## src/assert_macros.svh

```systemverilog
// Assertion macros shared by the touch gesture classifier RTL.
// Define ASSERT_OFF to compile every assertion away.
`ifndef ASSERT_MACROS_SVH
`define ASSERT_MACROS_SVH

`ifndef ASSERT_OFF
// Concurrent property check, disabled while reset is asserted.
`define ASSERT_PROP(label, clk, rstn, prop, msg) \
    label: assert property (@(posedge clk) disable iff (!rstn) (prop)) else $error(msg);
// Signal that must never be high outside reset.
`define ASSERT_NEVER(label, clk, rstn, expr, msg) \
    `ASSERT_PROP(label, clk, rstn, !(expr), msg)
`else
`define ASSERT_PROP(label, clk, rstn, prop, msg)
`define ASSERT_NEVER(label, clk, rstn, expr, msg)
`endif

`endif

```

## src/tgc_pkg.sv

```systemverilog
// Package for the touch gesture classifier: event and gesture codes,
// register indexes, reset values and default widths. No dependencies.
`timescale 1ns / 1ps

package tgc_pkg;

    localparam int COORD_BITS_DEFAULT = 12;
    localparam int TIMER_BITS_DEFAULT = 16;

    localparam int FUNC_W    = 2;
    localparam int GESTURE_W = 3;
    localparam int CFG_IDX_W = 2;

    // event kinds carried in s_tuser
    localparam logic [FUNC_W-1:0] FUNC_BUTTON = 2'd0;
    localparam logic [FUNC_W-1:0] FUNC_X      = 2'd1;
    localparam logic [FUNC_W-1:0] FUNC_Y      = 2'd2;
    localparam logic [FUNC_W-1:0] FUNC_TICK   = 2'd3;

    localparam logic [GESTURE_W-1:0] G_NONE  = 3'd0;
    localparam logic [GESTURE_W-1:0] G_UP    = 3'd1;
    localparam logic [GESTURE_W-1:0] G_DOWN  = 3'd2;
    localparam logic [GESTURE_W-1:0] G_RIGHT = 3'd3;
    localparam logic [GESTURE_W-1:0] G_LEFT  = 3'd4;
    localparam logic [GESTURE_W-1:0] G_TAP   = 3'd5;

    localparam logic [CFG_IDX_W-1:0] REG_SWIPE_Y = 2'd0;
    localparam logic [CFG_IDX_W-1:0] REG_SWIPE_X = 2'd1;
    localparam logic [CFG_IDX_W-1:0] REG_TAP_MS  = 2'd2;

    localparam int SWIPE_THRESH_RESET = 100;
    localparam int TAP_TIME_RESET     = 200;

    // button value meaning press; anything else releases
    localparam int BUTTON_PRESS = 1;

endpackage

```

## src/touch_gesture_classifier.sv

```systemverilog
// Top level of the touch gesture classifier: stream ports, config port.
// Depends on tgc_pkg, tgc_cfg_regs, tgc_tracker and tgc_out_buf.
`timescale 1ns / 1ps

// Takes one touch event beat per clock unless stalled (press/release, X, Y,
// 1 ms tick) and emits one gesture beat for every button release, which is
// written into the two-entry output buffer as the release is accepted. Touch
// state updates at the accepting edge, so events stream back to back with no
// bubbles. s_tready drops only while both entries are full under m_tready
// backpressure. Config writes are always accepted and take effect next cycle.
module touch_gesture_classifier #(
    parameter int COORD_BITS = tgc_pkg::COORD_BITS_DEFAULT,
    parameter int TIMER_BITS = tgc_pkg::TIMER_BITS_DEFAULT,
    parameter int CFG_DATA_W = (COORD_BITS > TIMER_BITS) ? COORD_BITS : TIMER_BITS,
    parameter int S_DATA_W   = ((COORD_BITS + 7) / 8) * 8,
    parameter int M_DATA_W   = ((2 * COORD_BITS + 7) / 8) * 8
) (
    input  logic                           aclk,
    input  logic                           aresetn,
    input  logic                           s_tvalid,
    output logic                           s_tready,
    input  logic [S_DATA_W-1:0]            s_tdata,   // event_value
    input  logic [tgc_pkg::FUNC_W-1:0]     s_tuser,   // func
    output logic                           m_tvalid,
    input  logic                           m_tready,
    output logic [M_DATA_W-1:0]            m_tdata,   // tap_x, tap_y
    output logic [tgc_pkg::GESTURE_W-1:0]  m_tuser,   // gesture
    input  logic                           cfg_valid,
    output logic                           cfg_ready,
    input  logic [tgc_pkg::CFG_IDX_W-1:0]  cfg_index,
    input  logic [CFG_DATA_W-1:0]          cfg_data
);

    localparam int BUF_W = tgc_pkg::GESTURE_W + 2 * COORD_BITS;

    logic [COORD_BITS-1:0]          swipe_y_threshold;
    logic [COORD_BITS-1:0]          swipe_x_threshold;
    logic [TIMER_BITS-1:0]          tap_ticks;
    logic                           ev_accept;
    logic                           res_valid;
    logic [tgc_pkg::GESTURE_W-1:0]  res_gesture;
    logic [COORD_BITS-1:0]          res_x;
    logic [COORD_BITS-1:0]          res_y;
    logic                           can_push;
    logic [BUF_W-1:0]               buf_out;

    assign cfg_ready = 1'b1;
    assign s_tready  = can_push;
    assign ev_accept = s_tvalid && s_tready;

    tgc_cfg_regs #(
        .COORD_BITS (COORD_BITS),
        .TIMER_BITS (TIMER_BITS),
        .CFG_DATA_W (CFG_DATA_W)
    ) u_cfg (
        .aclk              (aclk),
        .aresetn           (aresetn),
        .wr_en             (cfg_valid && cfg_ready),
        .wr_index          (cfg_index),
        .wr_data           (cfg_data),
        .swipe_y_threshold (swipe_y_threshold),
        .swipe_x_threshold (swipe_x_threshold),
        .tap_ticks         (tap_ticks)
    );

    tgc_tracker #(
        .COORD_BITS (COORD_BITS),
        .TIMER_BITS (TIMER_BITS)
    ) u_tracker (
        .aclk              (aclk),
        .aresetn           (aresetn),
        .ev_accept         (ev_accept),
        .ev_func           (s_tuser),
        .ev_value          (s_tdata[COORD_BITS-1:0]),
        .swipe_y_threshold (swipe_y_threshold),
        .swipe_x_threshold (swipe_x_threshold),
        .tap_ticks         (tap_ticks),
        .res_valid         (res_valid),
        .res_gesture       (res_gesture),
        .res_x             (res_x),
        .res_y             (res_y)
    );

    tgc_out_buf #(
        .DATA_W (BUF_W)
    ) u_out_buf (
        .aclk      (aclk),
        .aresetn   (aresetn),
        .push      (res_valid),
        .push_data ({res_gesture, res_y, res_x}),
        .can_push  (can_push),
        .m_valid   (m_tvalid),
        .m_ready   (m_tready),
        .m_data    (buf_out)
    );

    assign m_tuser = buf_out[BUF_W-1 -: tgc_pkg::GESTURE_W];
    assign m_tdata = M_DATA_W'(buf_out[2*COORD_BITS-1:0]);

endmodule

```

## src/tgc_cfg_regs.sv

```systemverilog
// Configuration register file: swipe thresholds and tap time.
// Depends on tgc_pkg for register indexes and reset values.
`timescale 1ns / 1ps

module tgc_cfg_regs #(
    parameter int COORD_BITS = tgc_pkg::COORD_BITS_DEFAULT,
    parameter int TIMER_BITS = tgc_pkg::TIMER_BITS_DEFAULT,
    parameter int CFG_DATA_W = (COORD_BITS > TIMER_BITS) ? COORD_BITS : TIMER_BITS
) (
    input  logic                           aclk,
    input  logic                           aresetn,
    input  logic                           wr_en,
    input  logic [tgc_pkg::CFG_IDX_W-1:0]  wr_index,
    input  logic [CFG_DATA_W-1:0]          wr_data,
    output logic [COORD_BITS-1:0]          swipe_y_threshold,
    output logic [COORD_BITS-1:0]          swipe_x_threshold,
    output logic [TIMER_BITS-1:0]          tap_ticks
);

    logic [COORD_BITS-1:0] swipe_y_reg;
    logic [COORD_BITS-1:0] swipe_x_reg;
    logic [TIMER_BITS-1:0] tap_ms_reg;

    always_ff @(posedge aclk) begin
        if (!aresetn) begin
            swipe_y_reg <= COORD_BITS'(tgc_pkg::SWIPE_THRESH_RESET);
            swipe_x_reg <= COORD_BITS'(tgc_pkg::SWIPE_THRESH_RESET);
            tap_ms_reg  <= TIMER_BITS'(tgc_pkg::TAP_TIME_RESET);
        end else if (wr_en) begin
            case (wr_index)
                tgc_pkg::REG_SWIPE_Y: swipe_y_reg <= wr_data[COORD_BITS-1:0];
                tgc_pkg::REG_SWIPE_X: swipe_x_reg <= wr_data[COORD_BITS-1:0];
                tgc_pkg::REG_TAP_MS:  tap_ms_reg  <= wr_data[TIMER_BITS-1:0];
                default: ;
            endcase
        end
    end

    assign swipe_y_threshold = swipe_y_reg;
    assign swipe_x_threshold = swipe_x_reg;
    assign tap_ticks         = tap_ms_reg;

endmodule

```

## src/tgc_tracker.sv

```systemverilog
// Touch state registers and gesture decision for one event beat.
// Depends on tgc_pkg and assert_macros.svh.
`timescale 1ns / 1ps
`include "assert_macros.svh"

module tgc_tracker #(
    parameter int COORD_BITS = tgc_pkg::COORD_BITS_DEFAULT,
    parameter int TIMER_BITS = tgc_pkg::TIMER_BITS_DEFAULT
) (
    input  logic                           aclk,
    input  logic                           aresetn,
    input  logic                           ev_accept,
    input  logic [tgc_pkg::FUNC_W-1:0]     ev_func,
    input  logic [COORD_BITS-1:0]          ev_value,
    input  logic [COORD_BITS-1:0]          swipe_y_threshold,
    input  logic [COORD_BITS-1:0]          swipe_x_threshold,
    input  logic [TIMER_BITS-1:0]          tap_ticks,
    output logic                           res_valid,
    output logic [tgc_pkg::GESTURE_W-1:0]  res_gesture,
    output logic [COORD_BITS-1:0]          res_x,
    output logic [COORD_BITS-1:0]          res_y
);

    logic                  touching_reg, touching_next;
    logic [COORD_BITS-1:0] first_x_reg, first_x_next;
    logic [COORD_BITS-1:0] first_y_reg, first_y_next;
    logic [COORD_BITS-1:0] last_x_reg, last_x_next;
    logic [COORD_BITS-1:0] last_y_reg, last_y_next;
    logic [TIMER_BITS-1:0] elapsed_reg, elapsed_next;

    logic                is_press;
    logic                is_release;
    logic signed [COORD_BITS:0] dy, dx;
    logic [COORD_BITS:0] mag_y, mag_x;

    assign is_press   = (ev_value == COORD_BITS'(tgc_pkg::BUTTON_PRESS));
    assign is_release = ev_accept && (ev_func == tgc_pkg::FUNC_BUTTON) && !is_press;

    assign dy    = $signed({1'b0, last_y_reg}) - $signed({1'b0, first_y_reg});
    assign dx    = $signed({1'b0, last_x_reg}) - $signed({1'b0, first_x_reg});
    assign mag_y = dy[COORD_BITS] ? (COORD_BITS+1)'(-dy) : (COORD_BITS+1)'(dy);
    assign mag_x = dx[COORD_BITS] ? (COORD_BITS+1)'(-dx) : (COORD_BITS+1)'(dx);

    always_comb begin
        if (mag_y > {1'b0, swipe_y_threshold}) begin
            res_gesture = dy[COORD_BITS] ? tgc_pkg::G_UP : tgc_pkg::G_DOWN;
        end else if (mag_x > {1'b0, swipe_x_threshold}) begin
            res_gesture = dx[COORD_BITS] ? tgc_pkg::G_LEFT : tgc_pkg::G_RIGHT;
        end else if (elapsed_reg < tap_ticks) begin
            res_gesture = tgc_pkg::G_TAP;
        end else begin
            res_gesture = tgc_pkg::G_NONE;
        end
    end

    assign res_valid = is_release;
    assign res_x     = last_x_reg;
    assign res_y     = last_y_reg;

    always_comb begin
        touching_next = touching_reg;
        first_x_next  = first_x_reg;
        first_y_next  = first_y_reg;
        last_x_next   = last_x_reg;
        last_y_next   = last_y_reg;
        elapsed_next  = elapsed_reg;
        if (ev_accept) begin
            case (ev_func)
                tgc_pkg::FUNC_BUTTON: begin
                    if (is_press) begin
                        touching_next = 1'b1;
                        elapsed_next  = '0;
                    end else begin
                        touching_next = 1'b0;
                        first_x_next  = '0;
                        first_y_next  = '0;
                        last_x_next   = '0;
                        last_y_next   = '0;
                        elapsed_next  = '1;
                    end
                end
                tgc_pkg::FUNC_X: begin
                    if (touching_reg) begin
                        if (first_x_reg == '0) first_x_next = ev_value;
                        last_x_next = ev_value;
                    end
                end
                tgc_pkg::FUNC_Y: begin
                    if (touching_reg) begin
                        if (first_y_reg == '0) first_y_next = ev_value;
                        last_y_next = ev_value;
                    end
                end
                default: begin
                    if (elapsed_reg != '1) elapsed_next = elapsed_reg + TIMER_BITS'(1);
                end
            endcase
        end
    end

    always_ff @(posedge aclk) begin
        if (!aresetn) begin
            touching_reg <= 1'b0;
            first_x_reg  <= '0;
            first_y_reg  <= '0;
            last_x_reg   <= '0;
            last_y_reg   <= '0;
            elapsed_reg  <= '1;
        end else begin
            touching_reg <= touching_next;
            first_x_reg  <= first_x_next;
            first_y_reg  <= first_y_next;
            last_x_reg   <= last_x_next;
            last_y_reg   <= last_y_next;
            elapsed_reg  <= elapsed_next;
        end
    end

    `ASSERT_PROP(a_release_clears, aclk, aresetn, is_release |=> (!touching_reg && elapsed_reg == '1), "release did not clear touch state")
    `ASSERT_PROP(a_press_restarts, aclk, aresetn, (ev_accept && ev_func == tgc_pkg::FUNC_BUTTON && is_press) |=> (touching_reg && elapsed_reg == '0), "press did not restart timer")
    `ASSERT_PROP(a_idle_no_points, aclk, aresetn, !touching_reg |-> (first_x_reg == '0 && last_x_reg == '0 && first_y_reg == '0 && last_y_reg == '0), "points held while not touching")

endmodule

```

## src/tgc_out_buf.sv

```systemverilog
// Two-entry result buffer (output register plus skid) for gesture beats.
// Depends on assert_macros.svh.
`timescale 1ns / 1ps
`include "assert_macros.svh"

module tgc_out_buf #(
    parameter int DATA_W = 27
) (
    input  logic              aclk,
    input  logic              aresetn,
    input  logic              push,
    input  logic [DATA_W-1:0] push_data,
    output logic              can_push,
    output logic              m_valid,
    input  logic              m_ready,
    output logic [DATA_W-1:0] m_data
);

    logic              main_valid_reg, main_valid_next;
    logic              skid_valid_reg, skid_valid_next;
    logic [DATA_W-1:0] main_data_reg, main_data_next;
    logic [DATA_W-1:0] skid_data_reg, skid_data_next;
    logic              main_free;

    assign main_free = !main_valid_reg || m_ready;

    always_comb begin
        main_valid_next = main_valid_reg;
        skid_valid_next = skid_valid_reg;
        main_data_next  = main_data_reg;
        skid_data_next  = skid_data_reg;
        if (skid_valid_reg) begin
            if (m_ready) begin
                main_data_next  = skid_data_reg;
                skid_valid_next = 1'b0;
            end
        end else if (push) begin
            if (main_free) begin
                main_valid_next = 1'b1;
                main_data_next  = push_data;
            end else begin
                skid_valid_next = 1'b1;
                skid_data_next  = push_data;
            end
        end else if (m_ready) begin
            main_valid_next = 1'b0;
        end
    end

    always_ff @(posedge aclk) begin
        if (!aresetn) begin
            main_valid_reg <= 1'b0;
            skid_valid_reg <= 1'b0;
        end else begin
            main_valid_reg <= main_valid_next;
            skid_valid_reg <= skid_valid_next;
        end
        main_data_reg <= main_data_next;
        skid_data_reg <= skid_data_next;
    end

    assign can_push = !skid_valid_reg;
    assign m_valid  = main_valid_reg;
    assign m_data   = main_data_reg;

    `ASSERT_PROP(a_skid_needs_main, aclk, aresetn, skid_valid_reg |-> main_valid_reg, "skid full while output empty")
    `ASSERT_NEVER(a_push_when_full, aclk, aresetn, push && skid_valid_reg, "beat pushed into full buffer")
    `ASSERT_PROP(a_stall_to_skid, aclk, aresetn, (push && main_valid_reg && !m_ready) |=> (skid_valid_reg && main_valid_reg), "stalled beat not kept in skid")

endmodule

```

## config.mk

```make
export PLATFORM = sky130hd
export DESIGN_NAME = touch_gesture_classifier
export DESIGN_NICKNAME = d
export VERILOG_FILES = /design/src/tgc_pkg.sv /design/src/touch_gesture_classifier.sv /design/src/tgc_cfg_regs.sv /design/src/tgc_tracker.sv /design/src/tgc_out_buf.sv
export VERILOG_INCLUDE_DIRS = /design/src /design/src/src
export SDC_FILE = /design/constraint.sdc
export NUM_CORES = 1
export LEC_CHECK = 0
export BUFFER_PORTS_ARGS = -buffer_cell sky130_fd_sc_hd__clkbuf_2
export CORE_MARGIN = 1
export CORE_UTILIZATION = 44
export CTS_BUF_LIST = sky130_fd_sc_hd__clkbuf_16
export DETAILED_ROUTE_END_ITERATION = 8
export GPL_TIMING_DRIVEN = 0
export HOLD_SLACK_MARGIN = 0.05
export PLACE_DENSITY = 0.61
export SETUP_SLACK_MARGIN = 0.05
export SLEW_MARGIN = 20
export SYNTH_ARGS = -nofsm -noshare
export SYNTH_HDL_FRONTEND = slang
export SYNTH_SLANG_ARGS = --single-unit
```

## constraint.sdc

```tcl
create_clock -name aclk -period 15.1 [get_ports aclk]
set_input_delay 4.53 -clock aclk [delete_from_list [all_inputs] [get_ports aclk]]
set_output_delay 4.53 -clock aclk [all_outputs]
set_load 0.03 [all_outputs]
```

==> flow_metrics.tcl <==
set metrics [dict create \
    io_buffers 64 \
    drt_iter0_drc 576 \
    clockBufferDepth 2 \
    setup_tns_ns 0 \
    initial_core_util_pct 45.1 \
    worst-slew-pin-transition_ns 0.868 \
    finalNonFillerCells 1400 \
    cts_sinks 161 \
    maxSlewViolCount 0 \
    antennaDiodeCount 0 \
    post_cts_resized 0 \
    drt-total-wl_microns 23500 \
    max_freq_mhz 151 \
    grt_overflow 0 \
    synth_edf_count 54 \
    finalCriticalPeriod_ns 6.64 \
    grt_pass1_vias 7237 \
    path_class "primary input to flop" \
    hold_path.class "flop to flop" \
    die_y_microns 146 \
    p_leak_nw 4.11 \
    grt_setup_unrepaired "false" \
    crit_path_start_kind "primary input" \
    seq_area_frac_synth_pct 41.0 \
    syn_avg_cell_area_sq_um 8.90 \
    clk_latency_ns 0.43 \
    drc_errors 0 \
    syn_inst 1032 \
    place_area_sq_um 9900 \
    h-tree-depth 4 \
    cp_data_required_time_ns 15.47 \
    netlist_area_sq_um 9180 \
    coreArea_sq_um 20400 \
    path_common_cell "clkbuf_1" \
    synth_fp_nets 1144 \
    post-cts-setup-buffer-count 0 \
    async_flop_share_pct 0 \
    synth.distinct_cells 65 \
    final_nets 1229 \
    hpwl_microns 17800 \
    cp-end-kind "flop" \
    fp.dieW_microns 146 \
    run_status "completed" \
    fin_area_sq_um 10500 \
    vdd_ir_drop_max_mv 0.0820 \
    hold-worst-slack_ns 0.465 \
    path_delay_family "buffers and inverters" \
    fin_skew_ns 0.0112 \
    layout-drive-gt1-share_pct 11.8 \
    period_share_pct 44.0 \
    drtAntennaViolNets 0 \
    routed_via_density 5.46 \
    cpPeakStageDelay_ns 0.41 \
    vias 7649 \
    slowest_stage "clkbuf_1" \
    final_util_pct 51.6 \
    track_usage_pct 22.4 \
    timing.critical_path.buf_inv 6 \
    path_clk_slew_ns 0.07 \
    path_cells "clkbuf_2 > inv_1 > ha_1 > clkbuf_1 > inv_1 > clkbuf_1 > o21ai_0 > nand2_1 > a21oi_1 > clkbuf_1 > nand3_1 > o21ai_0 > and2_1" \
    cap_violations 0 \
    crit_fanout 10 \
    io_pins 71 \
    yosysWarnings 0 \
    num_rows 52 \
    cts_root_buffer "clkbuf_16" \
    place_ws_ns 8.10 \
    dieArea_sq_um 21400 \
    power_mw 1.21 \
    areaGrowthSynthToFinish_pct 14.5 \
    cp.arrival_ns 7.01 \
    ctsHoldBuffers 0 \
    cts_buffers 17 \
    hold_violations 0 \
    setup_violations 0 \
    grt_pass1_wl_microns 37800 \
    synth_ff_type "dfxtp_1" \
    tritoncts "yes" \
    setup_ws_ns 8.46 \
    ys_ff_latch 161 \
    gp_congestion 0.819 \
    power_density_nw_per_um2 115 \
    grt_max_degree 19 \
    post_drt_wl_per_cell_microns 16.8 \
    slew_headroom_pct 42.0 \
    drtPass1Iterations 5 \
    antenna_found_initial 0 \
    placed_cells 1368 \
]
power breakdown:
part / internal, mW / switching (mW)
logic: 0.110 / 0.163
registers: 0.467 / 0.0188
clock network: 0.239 / 0.209
worst paths after layout:
path / start / endpoint / slack, ns / cells after the start
worst max-delay path: s_tuser[0] / u_tracker.first_y_reg[11]$_SDFFE_PN0P_ / 8.46 / 13
worst min-delay path: u_tracker.res_y[0]$_SDFFE_PN0P_ / u_out_buf.skid_data_reg[12]$_DFFE_PP_ / 0.46 / 0
worst max register to register: u_tracker.res_y[0]$_SDFFE_PN0P_ / u_out_buf.m_data[25]$_DFFE_PP_ / 9.49 / 20
worst min register to register: u_tracker.res_y[0]$_SDFFE_PN0P_ / u_out_buf.skid_data_reg[12]$_DFFE_PP_ / 0.46 / 0
layout by cell type (no fill, tap or decap), types with 11 or more instances in the layout:
| cell | count |
|---|---|
| nand2_1 | 131 |
| dfxtp_1 | 107 |
| inv_1 | 75 |
| ha_1 | 69 |
| clkbuf_2 | 64 |
| nor2_1 | 60 |
| edfxtp_1 | 54 |
| a21oi_1 | 48 |
| nand3_1 | 48 |
| clkbuf_1 | 47 |
| a21boi_0 | 46 |
| o21ai_0 | 44 |
| and2_1 | 28 |
| nor2b_1 | 26 |
| mux2_2 | 23 |
| xor2_1 | 18 |
| xnor2_1 | 18 |
| clkbuf_16 | 17 |
| o211ai_1 | 16 |
| a31oi_1 | 13 |
| a22oi_1 | 13 |
| nor3_1 | 12 |
| a21o_1 | 11 |
| o22ai_1 | 11 |
cells in the mapped netlist (2+ instances only):
master,n,share of area (%)
a2111o_1,2,0.25
o21ai_1,2,0.11
inv_1,75,3.1
a21boi_0,46,3.8
o21ai_0,44,2.4
mux2i_1,5,0.55
fa_1,2,0.44
a41oi_1,2,0.19
nor3b_1,3,0.25
nor2b_1,26,1.8
a22oi_1,13,1.1
clkbuf_1,47,1.9
or3_1,3,0.20
nor3_1,12,0.65
nand3_1,48,2.6
nand4b_1,2,0.19
and3_1,9,0.61
o311ai_0,3,0.29
a21o_1,11,0.90
edfxtp_1,54,18
and2_1,28,1.9
dfxtp_1,107,23
a31oi_1,13,0.89
xnor2_1,18,1.7
nand4_1,9,0.61
o2111ai_1,3,0.29
buf_1,2,0.082
and3b_1,2,0.19
nand3b_1,2,0.16
nand2_1,131,5.4
nor4_1,10,0.68
mux2_2,23,2.8
xor2_1,18,1.7
nor2_1,61,2.5
ha_1,69,9.4
a21oi_1,48,2.6
a211oi_1,4,0.33
nand2b_1,10,0.68
o22ai_1,11,0.75
o21a_1,7,0.57
o31ai_1,5,0.41
o21bai_1,4,0.33
o211ai_1,16,1.3
per-layer routing:
metal / part of all wire [%] / GRT usage [%] / up-vias
met1: 49 / 31.4 / 3586
met5: 0 / 0 / -
met4: 2.2 / 7.71 / 0
met2: 45 / 35.4 / 199
met3: 3.8 / 3.13 / 39
li1: - / - / 3825
area by class of cell:
class	count	area [sq um]
multi-input cells	746	4970
repair buffers	66	359
plain buffers	50	191
fillers	1883	9850
clock buffers	17	425
clock inverters	15	186
well taps	270	338
inverters	75	282
flip-flops and latches	161	3760
kinds of logic after synthesis:
family	synth area share [%]
AO/OA/AOI/OAI	17.9
XOR/XNOR	3.43
adder cells (fa/ha/maj)	9.84
buffers and inverters	5.15
flip-flops	41.0
multiplexers	3.53
other	0.0408
AND/OR/NAND/NOR	19.1
Power figures use the tool's default switching activity.
